## src/sv/c2p_pkg.sv

```systemverilog
package c2p_pkg;

  // Build constants
  localparam int ITERATIONS  = 16;
  localparam int COORD_WIDTH = 16;
  localparam int TABLE_LEN   = 24;
  localparam int FIELD_W     = 16;

  // Derived widths
  localparam int CW    = COORD_WIDTH;
  localparam int XW    = COORD_WIDTH + 11;   // guard bits, CORDIC gain, sign
  localparam int ZW    = 32;                 // angle accumulator, 22 fractional bits
  localparam int SQW   = 2 * COORD_WIDTH;    // x*x + y*y
  localparam int RW    = COORD_WIDTH;        // integer square root
  localparam int NSTEP = (ITERATIONS < TABLE_LEN) ? ITERATIONS : TABLE_LEN;
  localparam int NST   = (RW > NSTEP) ? RW : NSTEP;
  localparam int GUARD = 8;
  localparam int ANG_FRAC  = 22;
  localparam int ANG_SHIFT = ANG_FRAC - 7;

  localparam logic signed [ZW-1:0] HALF_TURN = ZW'(180) <<< ANG_FRAC;
  localparam logic signed [ZW-1:0] FULL_TURN = ZW'(360) <<< ANG_FRAC;
  localparam logic [ZW-1:0]        ANG_HALF  = ZW'(1) << (ANG_SHIFT - 1);
  localparam int ANG_OUT_FULL = 46080;
  localparam int RAD_MAX      = 65535;

  // Queue between front and back
  localparam int QDEPTH = 4;
  localparam int QAW    = $clog2(QDEPTH);

  // atan(2^-i) in degrees, 22 fractional bits
  localparam logic signed [ZW-1:0] ATAN_TAB [TABLE_LEN] = '{
    32'sd188743680, 32'sd111421900, 32'sd58872272, 32'sd29884485,
    32'sd15000234,  32'sd7507429,   32'sd3754631,  32'sd1877430,
    32'sd938729,    32'sd469366,    32'sd234683,   32'sd117342,
    32'sd58671,     32'sd29335,     32'sd14668,    32'sd7334,
    32'sd3667,      32'sd1833,      32'sd917,      32'sd458,
    32'sd229,       32'sd115,       32'sd57,       32'sd29
  };

  // One point in flight: square-root remainder and root, CORDIC vector and angle
  typedef struct packed {
    logic [SQW-1:0]        rem;
    logic [RW-1:0]         root;
    logic signed [XW-1:0]  cx;
    logic signed [XW-1:0]  cy;
    logic signed [ZW-1:0]  z;
    logic                  origin;
  } c2p_work_t;

endpackage

```

## src/sv/c2p_front.sv

```systemverilog
module c2p_front
  import c2p_pkg::*;
(
  input  logic               clk,
  input  logic               rst,
  input  logic               in_valid,
  output logic               in_stall,
  input  logic [FIELD_W-1:0] x_coord,
  input  logic [FIELD_W-1:0] y_coord,
  output logic               push,
  input  logic               full,
  output c2p_work_t          push_data
);

  logic                  v1, v2, adv1, adv2;
  logic signed [CW-1:0]  x1, y1, xs, ys;
  logic signed [CW:0]    xe, ye, nx, ny;
  logic signed [SQW-1:0] xw, yw;
  logic [SQW-1:0]        xx, yy;
  logic signed [XW-1:0]  cx2, cy2;
  logic                  neg2, org2;

  assign xs = signed'(CW'(x_coord));
  assign ys = signed'(CW'(y_coord));

  assign adv2     = !v2 || !full;
  assign adv1     = !v1 || adv2;
  assign in_stall = !adv1;

  // stage 1: capture
  always_ff @(posedge clk) begin
    if (rst) begin
      v1 <= 1'b0;
    end else if (adv1) begin
      v1 <= in_valid;
    end
  end

  always_ff @(posedge clk) begin
    if (adv1) begin
      x1 <= xs;
      y1 <= ys;
    end
  end

  // stage 2: squares and half-plane fold
  assign xe = {x1[CW-1], x1};
  assign ye = {y1[CW-1], y1};
  assign nx = x1[CW-1] ? -xe : xe;
  assign ny = x1[CW-1] ? -ye : ye;
  assign xw = SQW'(x1);
  assign yw = SQW'(y1);

  always_ff @(posedge clk) begin
    if (rst) begin
      v2 <= 1'b0;
    end else if (adv2) begin
      v2 <= v1;
    end
  end

  always_ff @(posedge clk) begin
    if (adv2) begin
      xx   <= unsigned'(xw * xw);
      yy   <= unsigned'(yw * yw);
      cx2  <= XW'(nx) <<< GUARD;
      cy2  <= XW'(ny) <<< GUARD;
      neg2 <= x1[CW-1];
      org2 <= (x1 == '0) && (y1 == '0);
    end
  end

  assign push = v2 && !full;

  always_comb begin
    push_data.rem    = xx + yy;
    push_data.root   = '0;
    push_data.cx     = cx2;
    push_data.cy     = cy2;
    push_data.z      = neg2 ? HALF_TURN : '0;
    push_data.origin = org2;
  end

endmodule

```

## config.mk

```make
export PLATFORM = sky130hd
export DESIGN_NAME = c2p_front
export DESIGN_NICKNAME = d
export VERILOG_FILES = /design/src/sv/c2p_pkg.sv /design/src/sv/c2p_front.sv
export SDC_FILE = /design/constraint.sdc
export NUM_CORES = 1
export LEC_CHECK = 0
export BUFFER_PORTS_ARGS = -buffer_cell sky130_fd_sc_hd__buf_4
export CAP_MARGIN = 10
export CELL_PAD_IN_SITES_DETAIL_PLACEMENT = 2
export CELL_PAD_IN_SITES_GLOBAL_PLACEMENT = 2
export CORE_MARGIN = 10
export CORE_UTILIZATION = 41
export CTS_CLUSTER_DIAMETER = 50
export DETAILED_ROUTE_END_ITERATION = 8
export GPL_ROUTABILITY_DRIVEN = 0
export PLACE_DENSITY = 0.8
export RECOVER_POWER = 25
export SLEW_MARGIN = 20
export SYNTH_ARGS = -nofsm -noshare
export SYNTH_HDL_FRONTEND = slang
export SYNTH_SLANG_ARGS = --single-unit
```

## constraint.sdc

```tcl
create_clock -name clk -period 9.5 [get_ports clk]
set_input_delay 0.475 -clock clk [delete_from_list [all_inputs] [get_ports clk]]
set_output_delay 0.475 -clock clk [all_outputs]
set_load 0.05 [all_outputs]
```

=== Yosys cells after proc, flatten, opt, wreduce, memory -nomap -nowiden ===
Index checks and enable logic that the tools add are counted.

* Bits in registers: 134
* Input port bits: 36
* Output and inout bits: 137
* Logic and storage cells: 29

* Add/subtract/negate cells: 3
* $mul: 2
* Multiplexer cells: 3
* Reduce and logical (&&, ||, !) cells: 10

{| class="wikitable"
|+ Operators by type and width
! kind !! count
|-
| $mul 16x16->32 || 2
|-
| $mux 17 || 2
|-
| $neg 16->17 || 2
|-
| $add 32x32->32 || 1
|-
| $logic_not 16->1 || 2
|-
| $mux 30 || 1
|-
| $logic_not 1->1 || 4
|-
| $logic_and 1x1->1 || 2
|-
| $logic_or 1x1->1 || 2
|}

=== Longest topological paths before layout ===
* Word-level depth: 4
* Mapped depth: 26
* Gate-level depth less buffers: 24

=== Worst setup path after synthesis ===
No wires, ideal clock.

* Path kind: reg2reg
* From: reg x1[15]
* To: reg xx[30] (data pin)
* Arrival: 6740 ps
* Path slack: 2503 ps
* Cell stages (with the launch flop): 22
* Path buffers: 4
* Clock period less this slack: 6997 ps
* Cell sequence: edfxtp_1 > clkbuf_1 > inv_1 > clkbuf_1 > buf_1 > nor2_1 > fa_1 > fa_1 > fa_1 > fa_1 > fa_1 > inv_1 > fa_1 > inv_1 > ha_1 > clkdlybuf4s50_2 > nand3_1 > o211ai_2 > or4b_1 > a31o_1 > a21oi_2 > xnor2_1

* Word-level cells in the longest chain between the ends: 1

{| class="wikitable"
|+ RTL lines
! element !! RTL line !! source
|-
| start: declaration || c2p_front.sv:16 || <nowiki>logic signed [CW-1:0] x1, y1, xs, ys;</nowiki>
|-
| start signal: assignment || c2p_front.sv:41 || <nowiki>x1 <= xs;</nowiki>
|-
| $mul 16x16->32 || c2p_front.sv:64 || <nowiki>xx <= unsigned'(xw * xw);</nowiki>
|-
| end signal: assignment || c2p_front.sv:64 ||
|-
| end: declaration || c2p_front.sv:19 || <nowiki>logic [SQW-1:0] xx, yy;</nowiki>
|}

Every way passes these cells.
A chain may end at the register's enable or synchronous reset.

=== Final worst setup path ===
* From: reg x1[3]
* To: reg xx[31] (data pin)

Same word-level chain as after synthesis.

==> out/metrics.csv <==
stage;metric;value;unit
clock_network;cts_hold_buffers;0;
worst_hold_path;min_path_type;in2reg;
cells_and_area;most-common-layout-cells;inv_1, fa_1, ha_1;
detailed_routing;routedWlPerCell;22.5;µm
global_route;grt_max_degree;77;
synthesis;syn_area_per_cell;9.90;µm²
synthesis;synth_area;24200;µm²
job;drv_cap;0;
floorplan;fp.dieW;263;µm
cells_and_area;areaGrowthSynthToFinish;8.12;%
detailed_routing;first_iter_violations;695;
global_route;grt_pass1_wl;118;mm
sta;finClkSkew;0.0172;ns
detailed_routing;ant_nets;0;
floorplan;die_h;263;µm
global_route;grt_pass1_vias;21166;
critical_path;crit_path_start_kind;register;
floorplan;dieArea;69000;µm²
synthesis;syn_inst;2440;
synthesis;ys_types;68;
sta;final_max_slew_viol_count;0;
place;io_buffers;112;
sta;setup-tns-final;0;ns
sta;layout_min_cycle_time;7.65;ns
clock_network;cts.repair.resized;0;
sta;tightest_slew;1.16;ns
cells_and_area;nets;3237;
critical_path;arrival;7.89;ns
critical_path;worstSetupPathType;reg2reg;
floorplan;ios;173;
clock_network;cts.sink_count;130;
synthesis;synth_seq_cells;130;
place;dp_hpwl;60.3;mm
detailed_routing;routed_wl;74.1;mm
sta;slew_headroom;22.7;%
clock_network;cts_htree_levels;4;
cells_and_area;drive_above_1_share;7.24;%
synthesis;yosys.area.top_type;fa_1;
critical_path;crit_fanout;15;
detailed_routing;routed-via-count;16925;
cells_and_area;final_cell_count_no_fill;3295;
critical_path;worstSetupEndpointType;register;
sta;period_share;80.5;%
floorplan;core_area;58000;µm²
cells_and_area;final_common_cell;inv_1;
synthesis;yosysTopAreaCellShare;38.8;%
synthesis;yosys_warnings;0;
place;dpl-instance-area;25600;µm²
clock_network;cts_root_buf;clkbuf_16;
clock_network;clkTransAtPathRegs;0.07;ns
cells_and_area;design_area;26100;µm²
critical_path;required;9.74;ns
detailed_routing;viasPerCell;5.14;
sta;finalHoldViolCount;0;
global_route;track_usage;22.0;%
sta;max_freq;131;MHz
sta;rsz0062_at_grt;false;
detailed_routing;drt_first_pass_iters;4;
synthesis;ys_seq_area_share;16.1;%
clock_network;cts_tree;built;
detailed_routing;drcViolationCount;0;
floorplan;initial_core_util;41.6;%
floorplan;num_rows;88;
synthesis;synth_flop_cell;edfxtp_1;
clock_network;numCtsBuffers;17;
synthesis;synth-edff-count;128;
clock_network;clock_latency;0.50;ns
outcome;run_status;finished clean;
synthesis;yosys-top-cells-area;fa_1, edfxtp_1, ha_1, inv_1, xnor2_1;
sta;setup-violations-final;0;
global_route;antenna_found_initial;2;
place;dpl.cell_count;3262;
global_route;grt.overflow.total;0;
clock_network;cts_max_path_buffers;2;
synthesis;async_flop_share;0;%
clock_network;cts_setup_buffers;0;
-- layer usage --
layer | part of all wire, % | track usage [%] | vias up | wire length (µm)
li1 | - | - | 7437 | -
met1 | 38 | 24.1 | 9001 | 28200
met2 | 55 | 41.5 | 346 | 40600
met3 | 3.7 | 3.64 | 141 | 2710
met4 | 3.5 | 8.66 | 0 | 2570
met5 | 0 | 0 | - | 0
-- sequential cells by signal, indices dropped and copies added (netlist names) --
register	cells
x1	16
v2	1
v1	1
cx2	16
cy2	16
org2	1
y1	16
yy	31
xx	31
neg2	1
-- area by class of cell --
| class | instances | area (µm²) |
|---|---|---|
| well taps | 765 | 957 |
| repair buffers | 133 | 953 |
| diodes | 1 | 2.50 |
| inverters | 644 | 2420 |
| clock inverters | 13 | 175 |
| fillers | 6113 | 31900 |
| flip-flops and latches | 130 | 3880 |
| multi-input cells | 1590 | 17300 |
| clock buffers | 19 | 433 |
-- Yosys cell counts, types with 7 or more instances --
cell type    n
nand2_1    191
nor2b_1     12
clkbuf_1    58
or3_1        7
nor3_1      18
a31o_2      10
nor2_1     121
ha_1       217
edfxtp_1   128
nand4_1      9
xor2_1      25
o31ai_1      7
a21oi_1     49
buf_4       71
o21a_1      10
nand2b_1     8
inv_1      637
and2_1      63
xnor2_1    111
nand3_1     21
a211oi_1    13
or2_2        8
a31oi_1     11
o21ai_0     34
fa_1       468
o21bai_1    10
a21o_1      35
-- critical path, stage by stage, from the launching register on --
cell	delay [ns]
edfxtp_1	0.79
clkinv_1	0.50
nor2_1	0.32
fa_1	0.62
fa_1	0.92
fa_1	0.55
fa_1	0.52
fa_1	0.49
inv_1	0.05
fa_1	0.48
inv_1	0.05
ha_1	0.35
a21oi_1	0.38
nand2_1	0.14
a211oi_1	0.26
o311a_1	0.30
o31ai_1	0.17
nand3_1	0.13
o21ai_0	0.10
a21oi_1	0.21
xnor2_1	0.09
-- worst paths after layout --
| kind | start | to | slack [ns] | cells past startpoint |
|---|---|---|---|---|
| max | x1[3] | xx[31] | 1.85 | 20 |
| min | rst | v2 | 0.15 | 2 |
| max reg2reg | x1[3] | xx[31] | 1.85 | 20 |
| min reg2reg | v1 | v2 | 0.53 | 2 |
-- cells by family after synthesis --
| group | Yosys count | synth area share (%) |
|---|---|---|
| buffers and inverters | 780 | 13.3 |
| flip-flops | 130 | 16.1 |
| AND/OR/NAND/NOR | 483 | 9.22 |
| AO/OA/AOI/OAI | 222 | 6.35 |
| adder cells (fa/ha/maj) | 685 | 50.0 |
| other | 1 | 0.0155 |
| XOR/XNOR | 136 | 4.93 |
| multiplexers | 3 | 0.124 |
-- through the flow --
step | hold WS (ns) | worst slack [ns] | util (%)
2_1_floorplan | 0.424 | 2.50 | -
3_3_place_gp | 0.472 | 2.37 | 44.1
3_5_place_dp | 0.552 | 1.88 | 44.1
4_1_cts | 0.111 | 1.86 | 45.1
5_1_grt | 0.129 | 1.35 | 45.0
6_report | 0.155 | 1.85 | 45.0
Power is not shown: default switching activity piles up to over one toggle a cycle in this logic, so the estimate is an artifact.
