### config.mk
export PLATFORM = sky130hd
export DESIGN_NAME = c2p_queue
export DESIGN_NICKNAME = d
export VERILOG_FILES = /design/src/sv/c2p_pkg.sv /design/src/sv/c2p_queue.sv
export SDC_FILE = /design/constraint.sdc
export NUM_CORES = 1
export LEC_CHECK = 0
export ABC_CLOCK_PERIOD_IN_PS = 6100
export BUFFER_PORTS_ARGS = -buffer_cell sky130_fd_sc_hd__buf_2
export CAP_MARGIN = 20
export CORE_MARGIN = 4
export CORE_UTILIZATION = 35
export DETAILED_ROUTE_END_ITERATION = 8
export HOLD_SLACK_MARGIN = 0.15
export SLEW_MARGIN = 30
export SYNTH_ARGS = -nofsm -noshare
export SYNTH_HDL_FRONTEND = slang
export SYNTH_SLANG_ARGS = --single-unit
### constraint.sdc
create_clock -name clk -period 6.1 [get_ports clk]
set_clock_uncertainty 0.1 [all_clocks]
set_input_delay 0.915 -clock clk [delete_from_list [all_inputs] [get_ports clk]]
set_output_delay 0.915 -clock clk [all_outputs]
set_load 0.02 [all_outputs]
### src/sv/c2p_pkg.sv
package c2p_pkg;

  // Build constants
  localparam int ITERATIONS  = 16;
  localparam int COORD_WIDTH = 16;
  localparam int TABLE_LEN   = 24;
  localparam int FIELD_W     = 16;

  // Derived widths
  localparam int CW    = COORD_WIDTH;
  localparam int XW    = COORD_WIDTH + 11;   // guard bits, CORDIC gain, sign
  localparam int ZW    = 32;                 // angle accumulator, 22 fractional bits
  localparam int SQW   = 2 * COORD_WIDTH;    // x*x + y*y
  localparam int RW    = COORD_WIDTH;        // integer square root
  localparam int NSTEP = (ITERATIONS < TABLE_LEN) ? ITERATIONS : TABLE_LEN;
  localparam int NST   = (RW > NSTEP) ? RW : NSTEP;
  localparam int GUARD = 8;
  localparam int ANG_FRAC  = 22;
  localparam int ANG_SHIFT = ANG_FRAC - 7;

  localparam logic signed [ZW-1:0] HALF_TURN = ZW'(180) <<< ANG_FRAC;
  localparam logic signed [ZW-1:0] FULL_TURN = ZW'(360) <<< ANG_FRAC;
  localparam logic [ZW-1:0]        ANG_HALF  = ZW'(1) << (ANG_SHIFT - 1);
  localparam int ANG_OUT_FULL = 46080;
  localparam int RAD_MAX      = 65535;

  // Queue between front and back
  localparam int QDEPTH = 4;
  localparam int QAW    = $clog2(QDEPTH);

  // atan(2^-i) in degrees, 22 fractional bits
  localparam logic signed [ZW-1:0] ATAN_TAB [TABLE_LEN] = '{
    32'sd188743680, 32'sd111421900, 32'sd58872272, 32'sd29884485,
    32'sd15000234,  32'sd7507429,   32'sd3754631,  32'sd1877430,
    32'sd938729,    32'sd469366,    32'sd234683,   32'sd117342,
    32'sd58671,     32'sd29335,     32'sd14668,    32'sd7334,
    32'sd3667,      32'sd1833,      32'sd917,      32'sd458,
    32'sd229,       32'sd115,       32'sd57,       32'sd29
  };

  // One point in flight: square-root remainder and root, CORDIC vector and angle
  typedef struct packed {
    logic [SQW-1:0]        rem;
    logic [RW-1:0]         root;
    logic signed [XW-1:0]  cx;
    logic signed [XW-1:0]  cy;
    logic signed [ZW-1:0]  z;
    logic                  origin;
  } c2p_work_t;

endpackage

### src/sv/c2p_queue.sv
module c2p_queue
  import c2p_pkg::*;
(
  input  logic      clk,
  input  logic      rst,
  input  logic      push,
  input  c2p_work_t push_data,
  output logic      full,
  input  logic      pop,
  output c2p_work_t head,
  output logic      empty
);

  c2p_work_t      mem [QDEPTH];
  logic [QAW-1:0] wr_ptr, rd_ptr;
  logic [QAW:0]   count;

  assign full  = (count == (QAW+1)'(QDEPTH));
  assign empty = (count == '0);
  assign head  = mem[rd_ptr];

  always_ff @(posedge clk) begin
    if (push) begin
      mem[wr_ptr] <= push_data;
    end
  end

  always_ff @(posedge clk) begin
    if (rst) begin
      wr_ptr <= '0;
      rd_ptr <= '0;
      count  <= '0;
    end else begin
      if (push) wr_ptr <= wr_ptr + 1'b1;
      if (pop)  rd_ptr <= rd_ptr + 1'b1;
      case ({push, pop})
        2'b10:   count <= count + 1'b1;
        2'b01:   count <= count - 1'b1;
        default: count <= count;
      endcase
    end
  end

  a_count_bound: assert property (@(posedge clk) disable iff (rst)
    count <= (QAW+1)'(QDEPTH))
    else $error("queue occupancy above depth");

  a_no_pop_empty: assert property (@(posedge clk) disable iff (rst)
    pop |-> !empty)
    else $error("pop from empty queue");

  a_no_push_full: assert property (@(posedge clk) disable iff (rst)
    push |-> !full)
    else $error("push into full queue");

endmodule

* Yosys cells after proc, flatten, opt, wreduce, memory -nomap -nowiden
Memory sizes are Yosys's and may differ from the RTL's. A register that Yosys moved wholly into a read port is not among the register bits.
Index checks and enable logic that the tools add are counted.
** Word-level totals
- RAM bits :: 540
- Input bits :: 139
- Output and inout port bits :: 137
- Word-level logic and storage cells :: 18
- Bits in registers :: 7
- Memories :: 1
** Memory list
- mem :: words 4, bits a word 135, rd ports 1, clocked after memory_dff 1, wr ports 1, line c2p_queue.sv:14 : c2p_work_t mem [QDEPTH];
** Operators by class
- Reduce and logical (&&, ||, !) cells :: 2
- Eq/ne operators :: 3
- Add/sub/neg operators :: 4
- Multiplexer cells :: 5
** Operators by type and width (count)
- $pmux 3 s2 :: 1
- $add 2x1->2 const B :: 2
- $mux 2 :: 2
- $add 3x1->3 const B :: 1
- $eq 3x3->1 const B :: 1
- $logic_not 3->1 :: 1
- $sub 3x1->3 const B :: 1
- $eq 2x1->1 const B :: 1
- $eq 2x2->1 const B :: 1
- $mux 1 :: 2
- $reduce_bool 2->1 :: 1

* Logic depth before layout (Yosys ltp)
Gate-level depths: netlist (run 1).
- Depth after elaboration :: 3
- Mapped depth :: 7

* Worst setup path before layout (run 1)
No wires, ideal clock.
- Kind :: input to register
- Start :: in push
- End :: mem mem[0][0] in the netlist's numbering (enable)
- Data arrival time :: 4.004 ns
- Setup slack :: 1.486 ns
- Path buffers :: 0
- Stages :: 1
- Cell sequence :: and2_1
** Between the ends
- Word-level cells in the longest chain between the ends :: 2
** RTL lines
- start: declaration :: line c2p_queue.sv:6 : input logic push,
- $mux 1 :: line c2p_queue.sv:23 : if (push) begin
- $mux 1 (implied by the code) :: line c2p_queue.sv:24 : mem[wr_ptr] <= push_data;
- end: declaration :: line c2p_queue.sv:14
Every way passes these cells.

==> impl_summary.log, run 1 <==
INFO  metric gp_routability_congestion = 0.677
INFO  metric startpoint_type = flop
INFO  metric timing_worst_slew_pin_value = around 950 ps
INFO  metric postSynthAreaPerCell = 26.4 um^2
INFO  metric swShare = 22.9%
INFO  metric synth.yosys.seq_area_share = 82.5%
INFO  metric cts.repair.resized = 0
INFO  metric coreArea = about 0.056 mm^2
INFO  metric power.sequential.fraction = 50.8%
INFO  metric cts-hold-fix-buffers = 0
INFO  metric number_of_global_route_vias_before_repair = 9577
INFO  metric cts_sinks = between 500 and 600
INFO  metric synth_top_flop_cell = edfxtp_1
INFO  metric cts_setup_buffers = 0
INFO  metric cts-root-to-sink-buffers = 3
INFO  metric ir_worst_vdd = 0.000240 V
INFO  metric finalSetupTns = 0 ps
INFO  metric floorplan.die.height = between 200 and 250 um
INFO  metric arrival = 2630 ps
INFO  metric clk-insertion-delay-late = 580 ps
INFO  metric synth-warning-count = 0
INFO  metric clock_tree_from_tritoncts = yes
INFO  metric clock_transition_time_at_the_flip_flop_clock_pins_of_the_worst_setup_and_hold_paths = 70 ps
INFO  metric h_tree_depth = 2
INFO  metric endpoint_kind = primary output
INFO  metric flip_flop_and_latch_count_after_synthesis = roughly 550
INFO  metric post_synth_xor_area_fraction = 0.220%
INFO  metric synth_edf_count = 540
INFO  metric cts_inserted_buffers = between 50 and 60
INFO  metric proportion_of_synthesized_flip_flops_having_asynchronous_set_or_reset = 0%
INFO  metric post-route-period-util = 59.8%
INFO  metric post_synth_instance_area = 0.0199 mm^2
INFO  metric rows = 87
INFO  metric synth_top_family_by_area = multiplexers
INFO  metric grt_util_all_layers = approximately 13%
INFO  metric layout_min_cycle_time = 3650 ps
INFO  metric postSynthCellCount = roughly 750
INFO  metric max_clock_freq = 274 MHz
INFO  metric routed_wl = 39.5 mm
INFO  metric initial_utilization = 35.3%
INFO  metric instances_no_fill = between 1500 and 2000
INFO  metric sequential_cell_area = 0.0164 mm^2
INFO  metric cts_root_buf = clkbuf_16
INFO  metric dp.cells = 1766
INFO  metric setup_viol_count_final = 0
INFO  metric criticalPathCategory = reg -> out
INFO  metric drv.max_cap_violation_count = 0
INFO  metric routed_via_density = 4.77
INFO  metric power.density_cell_area = 358 mW/mm^2
INFO  metric drtIter0Drc = between 600 and 700
INFO  metric power.share.combinational = 10.4%
INFO  metric maximum_number_of_pins_on_one_net_before_global_route_repair = 74
INFO  metric synth.area.mux_share = ~15%
INFO  metric power_report.internal_total = 0.00664 W
INFO  metric leakagePower = ~8.0 nW
INFO  metric io_buffer_count = 275
INFO  metric multi_input_area = 0.00328 mm^2
INFO  metric layout.nets = about 1200
INFO  metric run_status = finished clean
INFO  metric cp.required = 5080 ps
INFO  metric grt_pass1_wl = 59.3 mm
INFO  metric synth_simple_gate_area_share = 0.384%
INFO  metric floorplan.die_area = 0.0607 mm^2
INFO  metric final_layout_size_suffix_gt1_share = a little under half
INFO  metric clock_power_share = around two fifths
INFO  metric ant_nets = 0
INFO  metric wire_per_inst = 21.1 um
INFO  metric unrepaired_setup_endpoints_after_global_routing = false
INFO  metric grt_overflow = 0
INFO  metric route.detailed.drc = 0
INFO  metric post_dp_hpwl = 23.2 mm
INFO  metric final-max-slew-violation-count = 0
INFO  metric firstDrtPassIters = 4
INFO  metric fill_cells = 4886
INFO  metric hold_viol = 0
INFO  metric fraction_of_the_mapped_netlist_area_in_adder_cells = 0.415%
INFO  metric worst_hold_path_type = reg -> reg
INFO  metric grt_antenna_before_repair = 7
INFO  metric die-width = about 250 um
INFO  metric synth_compound_area_share = 0.0755%
INFO  metric ios = about 280
INFO  metric routed-via-count = 8953
INFO  metric max-slew-margin-rel = approximately 37%
INFO  metric crit_path_max_fanout = 40
INFO  metric netSwitchingPower = 0.00197 W
INFO  metric syn_nets = 897
INFO  metric flow.area_growth_from_synthesis = 21.1%
INFO  metric post_synth_num_cell_types = 21
[path summary, 6_finish.rpt]
path	startpoint	slack, ps	end	depth (start not counted)
worst max-delay path	flop	2450	head[129]	4
worst min-delay path	count[2]$_SDFFE_PP0P_	420	count[2]$_SDFFE_PP0P_	2
worst max register to register	wr_ptr[0]$_SDFFE_PP0P_	3850	mem[0][113]$_DFFE_PP_	4
worst min register to register	count[2]$_SDFFE_PP0P_	420	count[2]$_SDFFE_PP0P_	2
[layer usage]
metal	global-route usage (%)	part of all wire (%)
met3	4.16	7.7
met2	20.4	48
met5	0	0.14
met1	17.2	41
met4	3.47	2.2
[per-stage QoR]
step	setup WS (ps)	total power (W)	util [%]	hold slack, ps	area [um^2]
floorplan	1490	0.00504	-	367	19900
global route	2270	0.00897	42.8	395	24100
CTS	2340	0.00875	42.8	385	24100
detailed placement	3000	0.00538	39.5	410	22200
global placement	3020	0.00536	39.4	387	22200
finish	2450	0.00861	42.8	415	24100
[final cells by class]
| type | count | share of cell area (%) |
|---|---|---|
| Multi-Input combinational cell | 166 | 13.6 |
| Inverter | 6 | 0.0936 |
| Timing Repair Buffer | 289 | 6.55 |
| Tap cell | 756 | 3.93 |
| Sequential cell | 549 | 68.1 |
| Clock buffer | 69 | 6.33 |
| Antenna cell | 5 | 0.0520 |
| Clock inverter | 38 | 1.29 |
[power by group through the flow]
stage	clock, W	sequential [W]	combinational (W)
finish	0.00334	0.00437	0.000897
global route	0.00362	0.00438	0.000970
CTS	0.00345	0.00438	0.000926
detailed placement	0	0.00445	0.000923
global placement	0	0.00444	0.000913
floorplan	0	0.00446	0.000579
[synthesized netlist by cell type, types with 2 or more instances]
cell,instances,share of area [%]
clkbuf_1,7,0.13
mux4_2,135,15
buf_4,2,0.075
buf_6,7,0.40
dfxtp_1,9,0.91
ha_1,5,0.31
buf_2,15,0.38
a21oi_1,2,0.050
xor2_1,3,0.13
nor2_1,8,0.15
inv_1,6,0.11
and2_1,4,0.13
edfxtp_1,540,82
xnor2_1,2,0.088
[cells by family after synthesis]
logic type	count (synthesis)
AOI/OAI and AO/OA	3
and+or+nand+nor	16
DFF	549
buffers and inverters	37
xor gates and xnor gates	5
adders and majority gates	6
muxes	136
[sequential cells by signal, summed over array words and instances (netlist names), named ones only]
| name | flops |
|---|---|
| count | 3 |
| mem | 540 |
| rd_ptr | 2 |
| wr_ptr | 2 |
[critical path, stage by stage, from the launching register on]
cell     delay (ps)
dfxtp_4         340
buf_4           490
buf_4           550
mux4_2          400
buf_2           180
[cell usage in the layout, fill, tap and decap left out]
master,synthesis,routed
edfxtp_1,540,540
buf_2,15,275
mux4_2,135,135
clkbuf_16,0,59
clkinv_2,0,15
clkinv_1,0,10
clkbuf_1,7,9
nor2_1,8,8
dfxtp_1,9,7
buf_4,2,7
inv_1,6,6
clkinvlp_4,0,6
buf_12,0,6
diode_2,0,5
ha_1,5,5
and2_4,0,4
bufinv_16,0,4
xor2_1,3,3
xnor2_1,2,2
a21oi_1,2,2
dfxtp_4,0,2
inv_6,0,2
nor3_1,1,1
and3_1,1,1
nand2_1,1,1
mux2i_1,1,1
o21ai_0,1,1
or3_1,1,1
fa_1,1,1
clkinv_8,0,1
clkbuf_8,0,1
buf_16,0,1
Note: power is estimated with default switching activity, not from simulation.
==> run 2, diff against run 1 <==
Settings changed: ABC_CLOCK_PERIOD_IN_PS 6100 to 3400.
Clock period 6.1 ns to 3.4 ns, I/O delays scaled along.
==> run 2 against run 1 <==
Highest routed layer is now met4. Largest cell class unchanged. Sequential cell count is the same. Clock power grew 63%. Critical path type unchanged. Cell count grew 7.6%. Hold slack lost 210 ps.
==> impl_summary.log, run 2 (same netlist as run 1, synthesis figures left out) <==
INFO  metric ir_worst_vdd = 0.000416 V (was 0.000240 V)
INFO  metric endpoint_kind = primary output (unchanged)
INFO  metric unrepaired_setup_endpoints_after_global_routing = false (unchanged)
INFO  metric criticalPathCategory = reg -> out (unchanged)
INFO  metric mostFrequentLayoutCells = 540 x edfxtp_1, 275 x buf_2, 138 x dlygate4sd3_1, 135 x mux4_2, 57 x clkbuf_16 (was 540 x edfxtp_1, 275 x buf_2, 135 x mux4_2, 59 x clkbuf_16, 15 x clkinv_2)
INFO  metric wire_per_inst = 20.5 um (was 21.1 um)
INFO  metric finalSetupTns = 0 ps (unchanged)
INFO  metric cp.required = 2790 ps (was 5080 ps)
INFO  metric layout_min_cycle_time = ~3000 ps
INFO  metric hold_path.startpoint = push (was count[2]$_SDFFE_PP0P_)
INFO  metric hold_viol = 0 (unchanged)
INFO  metric initial_utilization = 35.3% (unchanged)
INFO  metric floorplan.die_area = 0.0607 mm^2 (unchanged)
INFO  metric io_buffer_count = 275 (unchanged)
INFO  metric layout.nets = 1367 (was 1215)
INFO  metric setup_viol_count_final = 0 (unchanged)
INFO  metric arrival = 2370 ps (was 2630 ps)
INFO  metric dp.cells = 1782 (was 1766)
INFO  metric final-max-slew-violation-count = 0 (unchanged)
INFO  metric cts_sinks = 549 (unchanged)
INFO  metric fill_cells = 4793 (was 4886)
INFO  metric h_tree_depth = 2 (unchanged)
INFO  metric coreArea = 0.0563 mm^2 (unchanged)
INFO  metric flow.area_growth_from_synthesis = 28.1% (was 21.1%)
INFO  metric final_common_cell = edfxtp_1 (unchanged)
INFO  metric die-width = 246 um (unchanged)
INFO  metric power.density_cell_area = 592 mW/mm^2 (was 358 mW/mm^2)
INFO  metric route.detailed.drc = 0 (unchanged)
INFO  metric fin_util = 45.3% (was 42.8%)
INFO  metric maximum_number_of_pins_on_one_net_before_global_route_repair = 79 (was 74)
INFO  metric grt_overflow = 0 (unchanged)
INFO  metric cts-root-to-sink-buffers = 3 (unchanged)
INFO  metric ios = 276 (unchanged)
INFO  metric clk-insertion-delay-late = 570 ps (was 580 ps)
INFO  metric run_status = finished clean (unchanged)
INFO  metric largest_registers = mem x540, count x3 (unchanged)
INFO  metric ant_nets = 0 (unchanged)
INFO  metric drv.max_cap_violation_count = 0 (unchanged)
INFO  metric grt_util_all_layers = 13.6% (was 12.8%)
INFO  metric max_clock_freq = 336 MHz
INFO  metric timing.reg2reg.setup_slack = 1440 ps (was 3850 ps)
INFO  metric number_of_global_route_vias_before_repair = 10600 (was 9577)
INFO  metric drtIter0Drc = 494 (was 634)
INFO  metric cts_inserted_buffers = 56 (was 58)
INFO  metric firstDrtPassIters = 4 (unchanged)
INFO  metric routed_wl = 41.3 mm (was 39.5 mm)
INFO  metric cts.repair.resized = 0 (unchanged)
INFO  metric cts_setup_buffers = 0 (unchanged)
INFO  metric cts_root_buf = clkbuf_16 (unchanged)
INFO  metric post-route-period-util = 87.5%
INFO  metric routed_via_density = 4.71 (was 4.77)
INFO  metric rr_startpoint = wr_ptr[0]$_SDFFE_PP0P_ (unchanged)
INFO  metric place_worst_setup_slack = 953 ps (was 3000 ps)
INFO  metric grt_antenna_before_repair = 4 (was 7)
INFO  metric routed-via-count = 9524 (was 8953)
INFO  metric post_dp_hpwl = 24.6 mm (was 23.2 mm)
INFO  metric critPathMaxStageDelay = 590 ps (was 550 ps)
INFO  metric instances_no_fill = 2020 (was 1878)
INFO  metric max_reg_flops = 540 (unchanged)
INFO  metric final_layout_size_suffix_gt1_share = 41.3% (was 46.4%)
INFO  metric grt_pass1_wl = 63.0 mm (was 59.3 mm)
INFO  metric crit_path_top_delay_cell = dfxtp_4 (was buf_4)
INFO  metric rows = 87 (unchanged)
INFO  metric clock_tree_from_tritoncts = yes (unchanged)
INFO  metric gp_routability_congestion = 0.700 (was 0.677)
INFO  metric startpoint_type = flop (unchanged)
INFO  metric max_flop_register = mem (unchanged)
INFO  metric max-slew-margin-rel = 53.1% (was 36.5%)
INFO  metric leakagePower = 8.56 nW (was 7.98 nW)
INFO  metric worst_hold_path_type = in -> reg (was reg -> reg)
INFO  metric crit_path_max_fanout = 18 (was 40)
INFO  metric worst_slack = 425 ps (was 2450 ps)
INFO  metric timing_worst_slew_pin_value = 704 ps (was 952 ps)
INFO  metric floorplan.die.height = 246 um (unchanged)
INFO  metric critical_path.cell_chain = buf_4, mux4_2, buf_2 (was buf_4, buf_4, mux4_2, buf_2)
INFO  metric clock_transition_time_at_the_flip_flop_clock_pins_of_the_worst_setup_and_hold_paths = 60 ps (was 70 ps)
-- run 2: area by class of cell --
class	count	area, um^2	share of cell area [%]
antenna	4	10.0	0.0393
clock buffer	67	1460	5.75
multi-input combinational	166	3280	12.9
timing repair buffer	443	3200	12.5
sequential	549	16400	64.4
tap	756	946	3.71
inverter	6	22.5	0.0884
clock inverter	29	149	0.585
-- run 2: power breakdown --
part	switching [W]	leakage (nW)	internal (W)
registers	0.0000952	5.04	0.00778
clock network	0.00239	0.787	0.00304
logic	0.000993	2.74	0.000777
total	0.00348	8.56	0.0116
-- run 2: timing repair --
| item | CTS | global route |
|---|---|---|
| endpoints found under the hold margin | 549 | 0 |
| hold buffers | 138 | 0 |
| endpoints found under the setup margin | 0 | 0 |
-- run 2: metrics by stage --
step                      hold slack, ps  area [um^2]  power [W]
after floorplan                      367        19900    0.00902
after global placement               391        22500    0.00967
after detailed placement             403        22500    0.00970
after CTS                            154        25500     0.0153
after global routing                 196        25500     0.0157
final                                210        25500     0.0151
-- run 2: worst max-delay path, delay by kind of cell (launching register included) --
family	cells	cell delay (ps)
buf+inv	2	620
flops	1	590
mux	1	570
-- run 2: path summary, 6_finish.rpt --
kind         depth (start not counted)                endpoint
max reg2reg                          4   mem[2][113]$_DFFE_PP_
min reg2reg                          2   count[2]$_SDFFE_PP0P_
max                                  3                 head[2]
min                                  3  wr_ptr[0]$_SDFFE_PP0P_
-- run 2: layer usage --
layer,track usage (%),wire length (um),share of wire (%),vias up
met2,22.5,20100,49,241
met5,0,0,0,-
met3,4.43,3080,7.5,70
li1,-,-,-,4196
met1,17.5,17300,42,5017
met4,3.44,856,2.1,0
